File: src/hdl/csvfs_pkg.sv
// Shared types and constants for the CSV field splitter.
package csvfs_pkg;

    // Character codes the tokenizer reacts to.
    localparam logic [7:0] QUOTE_CH = 8'h22;
    localparam logic [7:0] COMMA_CH = 8'h2C;
    localparam logic [7:0] CR_CH    = 8'h0D;

    // Depth of the queue between the classifier and the field builder.
    localparam int QDEPTH  = 2;
    localparam int QPTR_W  = (QDEPTH > 1) ? $clog2(QDEPTH) : 1;
    localparam int QCNT_W  = $clog2(QDEPTH + 1);

    // Operations the classifier hands to the field builder.
    typedef enum logic [1:0] {
        OP_NONE  = 2'd0,
        OP_ADD   = 2'd1,
        OP_FIELD = 2'd2,
        OP_LINE  = 2'd3
    } op_t;

    // One queued operation with its content byte.
    typedef struct packed {
        op_t        op;
        logic [7:0] ch;
    } q_entry_t;

endpackage

File: src/hdl/csvfs_front.sv
// Front end: accepts input transactions and classifies them against the quote state.
module csvfs_front
    import csvfs_pkg::*;
(
    input  logic       aclk,
    input  logic       aresetn,
    input  logic       s_valid,
    output logic       s_ready,
    input  logic       s_action,
    input  logic [7:0] s_ch,
    input  logic       q_full,
    output logic       q_push,
    output q_entry_t   q_wdata
);

    logic in_quotes_reg, in_quotes_next;
    logic pending_reg, pending_next;
    logic accept;
    logic outside;
    op_t  op;

    assign s_ready = !q_full;
    assign accept  = s_valid && s_ready;

    // Quote tracking and operation decode.
    always_comb begin
        in_quotes_next = in_quotes_reg;
        pending_next   = pending_reg;
        outside        = 1'b0;
        op             = OP_NONE;
        if (s_action) begin
            op             = OP_LINE;
            in_quotes_next = 1'b0;
            pending_next   = 1'b0;
        end else if (pending_reg) begin
            pending_next = 1'b0;
            if (s_ch == QUOTE_CH) begin
                // A doubled quote is a literal quote.
                op = OP_ADD;
            end else begin
                in_quotes_next = 1'b0;
                outside        = 1'b1;
            end
        end else if (in_quotes_reg) begin
            if (s_ch == QUOTE_CH) begin
                pending_next = 1'b1;
            end else begin
                op = OP_ADD;
            end
        end else begin
            outside = 1'b1;
        end

        // Handling of a byte seen outside quotes.
        if (outside) begin
            if (s_ch == QUOTE_CH) begin
                in_quotes_next = 1'b1;
            end else if (s_ch == COMMA_CH) begin
                op = OP_FIELD;
            end else if (s_ch != CR_CH) begin
                op = OP_ADD;
            end
        end
    end

    assign q_push     = accept && (op != OP_NONE);
    assign q_wdata.op = op;
    assign q_wdata.ch = s_ch;

    // Quote state advances on every accepted transaction.
    always_ff @(posedge aclk) begin
        if (!aresetn) begin
            in_quotes_reg <= 1'b0;
            pending_reg   <= 1'b0;
        end else if (accept) begin
            in_quotes_reg <= in_quotes_next;
            pending_reg   <= pending_next;
        end
    end

endmodule

File: src/hdl/csvfs_queue.sv
// Small register queue between the classifier and the field builder.
module csvfs_queue
    import csvfs_pkg::*;
(
    input  logic     aclk,
    input  logic     aresetn,
    input  logic     push,
    input  q_entry_t wdata,
    input  logic     pop,
    output q_entry_t rdata,
    output logic     full,
    output logic     empty
);

    q_entry_t            slots_reg [QDEPTH];
    logic [QPTR_W-1:0]   wr_ptr_reg, wr_ptr_next;
    logic [QPTR_W-1:0]   rd_ptr_reg, rd_ptr_next;
    logic [QCNT_W-1:0]   count_reg, count_next;
    logic                do_push, do_pop;

    assign full    = (count_reg == QCNT_W'(QDEPTH));
    assign empty   = (count_reg == '0);
    assign rdata   = slots_reg[rd_ptr_reg];
    assign do_push = push && !full;
    assign do_pop  = pop && !empty;

    // Pointer and occupancy update.
    always_comb begin
        wr_ptr_next = wr_ptr_reg;
        rd_ptr_next = rd_ptr_reg;
        count_next  = count_reg;
        if (do_push) begin
            wr_ptr_next = (wr_ptr_reg == QPTR_W'(QDEPTH - 1)) ? '0 : wr_ptr_reg + 1'b1;
        end
        if (do_pop) begin
            rd_ptr_next = (rd_ptr_reg == QPTR_W'(QDEPTH - 1)) ? '0 : rd_ptr_reg + 1'b1;
        end
        if (do_push && !do_pop) begin
            count_next = count_reg + 1'b1;
        end else if (do_pop && !do_push) begin
            count_next = count_reg - 1'b1;
        end
    end

    always_ff @(posedge aclk) begin
        if (!aresetn) begin
            wr_ptr_reg <= '0;
            rd_ptr_reg <= '0;
            count_reg  <= '0;
        end else begin
            wr_ptr_reg <= wr_ptr_next;
            rd_ptr_reg <= rd_ptr_next;
            count_reg  <= count_next;
        end
    end

    // Entry storage needs no reset.
    always_ff @(posedge aclk) begin
        if (do_push) begin
            slots_reg[wr_ptr_reg] <= wdata;
        end
    end

endmodule

File: src/hdl/csvfs_back.sv
// Back end: builds fields from queued operations and drives the result register.
module csvfs_back
    import csvfs_pkg::*;
(
    input  logic       aclk,
    input  logic       aresetn,
    input  q_entry_t   q_rdata,
    input  logic       q_empty,
    output logic       q_pop,
    output logic       m_valid,
    input  logic       m_ready,
    output logic [7:0] m_out_byte,
    output logic       m_byte_valid,
    output logic       m_field_end,
    output logic       m_line_end
);

    logic       has_content_reg, has_content_next;
    logic       held_valid_reg, held_valid_next;
    logic [7:0] held_byte_reg, held_byte_next;
    logic       m_valid_reg;
    logic [7:0] out_byte_reg;
    logic       byte_valid_reg, field_end_reg, line_end_reg;
    logic       res_valid, res_bv, res_fe, res_le;
    logic [7:0] res_byte;
    logic       keep_held;

    // Take an operation when the result register is free or being drained.
    assign q_pop = !q_empty && (!m_valid_reg || m_ready);

    assign keep_held = held_valid_reg && (held_byte_reg != QUOTE_CH);

    // Field builder: one held-back byte strips a trailing quote.
    always_comb begin
        has_content_next = has_content_reg;
        held_valid_next  = held_valid_reg;
        held_byte_next   = held_byte_reg;
        res_valid        = 1'b0;
        res_byte         = 8'h00;
        res_bv           = 1'b0;
        res_fe           = 1'b0;
        res_le           = 1'b0;
        unique case (q_rdata.op) inside
            OP_ADD: begin
                has_content_next = 1'b1;
                // A leading quote of a field is dropped.
                if (has_content_reg || (q_rdata.ch != QUOTE_CH)) begin
                    if (held_valid_reg) begin
                        res_valid = 1'b1;
                        res_byte  = held_byte_reg;
                        res_bv    = 1'b1;
                    end
                    held_valid_next = 1'b1;
                    held_byte_next  = q_rdata.ch;
                end
            end
            OP_FIELD, OP_LINE: begin
                res_valid        = 1'b1;
                res_byte         = keep_held ? held_byte_reg : 8'h00;
                res_bv           = keep_held;
                res_fe           = 1'b1;
                res_le           = (q_rdata.op == OP_LINE);
                has_content_next = 1'b0;
                held_valid_next  = 1'b0;
                held_byte_next   = 8'h00;
            end
            OP_NONE: begin
                res_valid = 1'b0;
            end
        endcase
    end

    // Field state advances on every popped operation.
    always_ff @(posedge aclk) begin
        if (!aresetn) begin
            has_content_reg <= 1'b0;
            held_valid_reg  <= 1'b0;
            held_byte_reg   <= 8'h00;
        end else if (q_pop) begin
            has_content_reg <= has_content_next;
            held_valid_reg  <= held_valid_next;
            held_byte_reg   <= held_byte_next;
        end
    end

    // Result register valid flag.
    always_ff @(posedge aclk) begin
        if (!aresetn) begin
            m_valid_reg <= 1'b0;
        end else if (q_pop) begin
            m_valid_reg <= res_valid;
        end else if (m_ready) begin
            m_valid_reg <= 1'b0;
        end
    end

    // Result payload.
    always_ff @(posedge aclk) begin
        if (q_pop && res_valid) begin
            out_byte_reg   <= res_byte;
            byte_valid_reg <= res_bv;
            field_end_reg  <= res_fe;
            line_end_reg   <= res_le;
        end
    end

    assign m_valid      = m_valid_reg;
    assign m_out_byte   = out_byte_reg;
    assign m_byte_valid = byte_valid_reg;
    assign m_field_end  = field_end_reg;
    assign m_line_end   = line_end_reg;

endmodule

File: src/hdl/csv_field_splitter_top.sv
// Top level of the CSV field splitter: classifier, queue and field builder.
// Path: an operation is first written into the queue, then the field builder puts its result
// in the result register. Throughput: one input transaction per cycle while m_ready is high,
// set by the two-entry queue and the single result register, which drain one operation per cycle.
// Reset: aresetn is synchronous and active low; it clears quote state, the
// held byte, the queue and the result valid flag.
module csv_field_splitter_top
    import csvfs_pkg::*;
(
    input  logic       aclk,
    input  logic       aresetn,
    input  logic       s_valid,
    output logic       s_ready,
    input  logic       s_action,
    input  logic [7:0] s_ch,
    output logic       m_valid,
    input  logic       m_ready,
    output logic [7:0] m_out_byte,
    output logic       m_byte_valid,
    output logic       m_field_end,
    output logic       m_line_end
);

    q_entry_t q_wdata, q_rdata;
    logic     q_push, q_pop, q_full, q_empty;

    // Classifier.
    csvfs_front u_front (
        .aclk    (aclk),
        .aresetn (aresetn),
        .s_valid (s_valid),
        .s_ready (s_ready),
        .s_action(s_action),
        .s_ch    (s_ch),
        .q_full  (q_full),
        .q_push  (q_push),
        .q_wdata (q_wdata)
    );

    // Decoupling queue.
    csvfs_queue u_queue (
        .aclk   (aclk),
        .aresetn(aresetn),
        .push   (q_push),
        .wdata  (q_wdata),
        .pop    (q_pop),
        .rdata  (q_rdata),
        .full   (q_full),
        .empty  (q_empty)
    );

    // Field builder.
    csvfs_back u_back (
        .aclk        (aclk),
        .aresetn     (aresetn),
        .q_rdata     (q_rdata),
        .q_empty     (q_empty),
        .q_pop       (q_pop),
        .m_valid     (m_valid),
        .m_ready     (m_ready),
        .m_out_byte  (m_out_byte),
        .m_byte_valid(m_byte_valid),
        .m_field_end (m_field_end),
        .m_line_end  (m_line_end)
    );

endmodule

File: config.mk
export PLATFORM = sky130hd
export DESIGN_NAME = csv_field_splitter_top
export DESIGN_NICKNAME = d
export VERILOG_FILES = /design/src/hdl/csvfs_pkg.sv /design/src/hdl/csvfs_front.sv /design/src/hdl/csvfs_queue.sv /design/src/hdl/csvfs_back.sv /design/src/hdl/csv_field_splitter_top.sv
export SDC_FILE = /design/constraint.sdc
export NUM_CORES = 1
export LEC_CHECK = 0
export ABC_CLOCK_PERIOD_IN_PS = 6800
export BUFFER_PORTS_ARGS = -buffer_cell sky130_fd_sc_hd__buf_2
export CAP_MARGIN = 10
export CORE_AREA = 2 2 121 76
export DETAILED_ROUTE_END_ITERATION = 16
export DIE_AREA = 0 0 123 78
export PLACE_DENSITY = 0.52
export SYNTH_ARGS = -nofsm -noshare
export SYNTH_HDL_FRONTEND = slang
export SYNTH_SLANG_ARGS = --single-unit
File: constraint.sdc
create_clock -name aclk -period 6.8 [get_ports aclk]
set_input_delay 1.36 -clock aclk [delete_from_list [all_inputs] [get_ports aclk]]
set_output_delay 1.36 -clock aclk [all_outputs]
set_load 0.03 [all_outputs]
==> reports/metrics.yaml <==
status: "complete, no violations"
drive_gt1_share_pct: 26.4
drt.antenna.violating_nets: 0
cts_hold_buffers: 0
slew_viol_final: 0
antenna_cells: 0
max_stage_delay_ns: 0.51
grt_max_degree: 15
drc: 0
wirelength_microns: 4250
critPathArrivalTime_ns: 3.44
required_ns: 7.01
dr.first_iter.drc_count: 112
grt_use_total_pct: 9.90
synth_most_common_cell: "edfxtp_1"
clk_path_buf_depth: 2
fin_skew_ns: 0.00343
synth_cells: 162
ys_top_cells_by_area: "edfxtp_1, dfxtp_1, mux2_2"
cts.sinks: 49
critPathBufInv: 1
ys.warnings.count: 0
fin_crit_ns: 3.22
crit_family: "simple AND/OR/NAND/NOR gates"
grt.overflow.total: 0
pwr-share-seq_pct: 44.4
power.internal_uw: 689
crit_top_cell: "a21oi_1"
vias_per_cell: 4.53
clock.fmax_ghz: 0.310
num_io_pins: 26
areaGrowthSynthToFinish_pct: 19.9
power_leakage_nw: 0.887
fin_crit_sh_pct: 47.4
slew_headroom_pct: 32.9
ctsResizeCount: 0
setup_violations: 0
antenna_found_initial: 0
drv_cap: 0
finalHoldViolCount: 0
numCtsBuffers: 5
slowest_stage: "or4b_1"
cp_max_fo: 4
synth_top_area_share_pct: 44.9
cts_tree: "built"
clockPowerShare_pct: 26.3
ys_seq_elements: 49
fp.dieW_microns: 123
fin_setup_tns_ns: 0
die_area_sq_um: 9590
holdCritPathClass: "reg -> reg"
synth_fp_nets: 176
start_util_pct: 24.7
dpl.hpwl_microns: 3220
synth_area_sq_um: 2070
grt_pass1_vias: 1401
synthFlopType: "edfxtp_1"
postCtsSetupBuffers: 0
pwr-share-comb_pct: 29.4
p_per_area_nw_per_um2: 421
core_sq_um: 8390
nets: 206
power_switching_uw: 357
fin_util_pct: 29.6
ys_types: 43
clkLatencyLatePin_ns: 0.29
drtPass1Iterations: 4
cp-end-kind: "flop"
vias: 1383
rsz0062_at_grt: "false"
synth_top_cells_by_count: "edfxtp_1, dfxtp_1, nor2_1"
portBuffers: 25
largest_reg_flops: 20
gp_congestion: 0.761
vdd_drop_max_uv: 153
synth-async-reset-ratio_pct: 0
detail_route.wl_per_cell_microns: 13.9
critical_path.cell_chain: "buf_2 -> nand2b_4 -> or4b_1 -> o32ai_2 -> a21oi_1 -> ha_1 -> or3_1 -> a21oi_1"
clk_pin_slew_ns: 0.06
seq_area_frac_synth_pct: 62.3
synth_edf_count: 31
die_h_microns: 78
ctsRootBufferMaster: "clkbuf_16"
netSwitchingFraction_pct: 34.1
worst_slew_pin_slew_ns: 1.01
cts_max_level: 2
synth_top_cell_by_area: "edfxtp_1"
timing.setup.critical_path_class: "in -> reg"
avgSynthCellArea_sq_um: 12.8
start_kind: "input pin"
rows: 26
grt_pass1_wl_microns: 7180
worst reg2reg max path: stages, from the launching register on:
cell,delay [ns]
dfxtp_1,0.68
nand2b_1,0.20
nor4_1,0.06
o22ai_2,0.27
nand3_1,0.11
a21oi_1,0.81
routing by layer:
| metal | wire, microns | share of wire [%] | vias to the layer above | global-route usage (%) |
|---|---|---|---|---|
| met5 | 0 | 0 | - | 0 |
| met4 | 53 | 1.2 | 0 | 3.07 |
| met3 | 227 | 5.3 | 8 | 3.46 |
| met2 | 1590 | 37 | 31 | 12.9 |
| met1 | 2380 | 56 | 661 | 14.9 |
| li1 | - | - | 683 | - |
area by class of cell:
cell class                 count  area [sq um]
fill                         877          5910
sequential                    49          1290
multi-input combinational    106           747
tap                          112           140
clock buffer                   6           129
timing repair buffer          25           125
clock inverter                 2          33.8
inverter                       5          18.8
kinds of logic (layout without fill, tap and decap cells):
logic type               after synthesis  after routing  share of synthesized area (%)
AND/OR/NAND/NOR                       60             60                           16.8
flip-flops                            49             49                           62.3
AO/OA/AOI/OAI                         32             32                           11.8
multiplexers                          10             10                           5.50
buffers and inverters                  7             38                           1.63
XOR/XNOR                               3              3                           1.27
adder cells (fa/ha/maj)                1              1                          0.604
power groups by stage:
stage                     sequential, mW  combinational, mW  clock [mW]
after CTS                          0.465              0.311       0.280
after floorplan                    0.495              0.198           0
final                              0.464              0.307       0.274
after detailed placement           0.471              0.308           0
after global routing               0.475              0.341       0.294
after global placement             0.471              0.307           0
worst paths after layout:
path / cells past startpoint / endpoint / from / slack, ns
max: 8 / u_queue.count_reg[1] / s_ch[0] / 3.58
min: 2 / u_front.pending_reg / u_front.in_quotes_reg / 0.50
max reg2reg: 5 / u_back.m_out_byte[5] / flop / 4.28
min reg2reg: 2 / u_front.pending_reg / u_front.in_quotes_reg / 0.50
per-stage QoR:
stage	cells	hold WS, ns	instance area, sq um	setup slack [ns]	total power [mW]
after CTS	305	0.498	2480	3.58	1.06
after global routing	305	0.549	2480	3.43	1.11
after detailed placement	297	0.487	2320	3.28	0.779
after global placement	297	0.481	2320	3.33	0.778
final	305	0.499	2480	3.58	1.05
after floorplan	162	0.460	2070	3.57	0.693
placed cells by master, fill, tap and decap left out, types with 2 or more instances in the layout:
cell,synthesis,final
edfxtp_1,31,31
buf_2,0,25
dfxtp_1,18,18
nor2_1,16,16
nand2_1,11,11
a21oi_1,9,9
mux2_2,8,8
a32o_1,6,6
nand2b_1,5,5
clkbuf_16,0,5
nor3_1,4,4
inv_1,4,4
and2_1,4,4
o21ai_0,4,4
nor4_1,3,3
or4b_1,3,3
xor2_1,3,3
nand3_1,2,2
nor4b_1,2,2
clkinv_1,1,2
and3_2,2,2
a31o_2,2,2
Power figures use the tool's default switching activity.
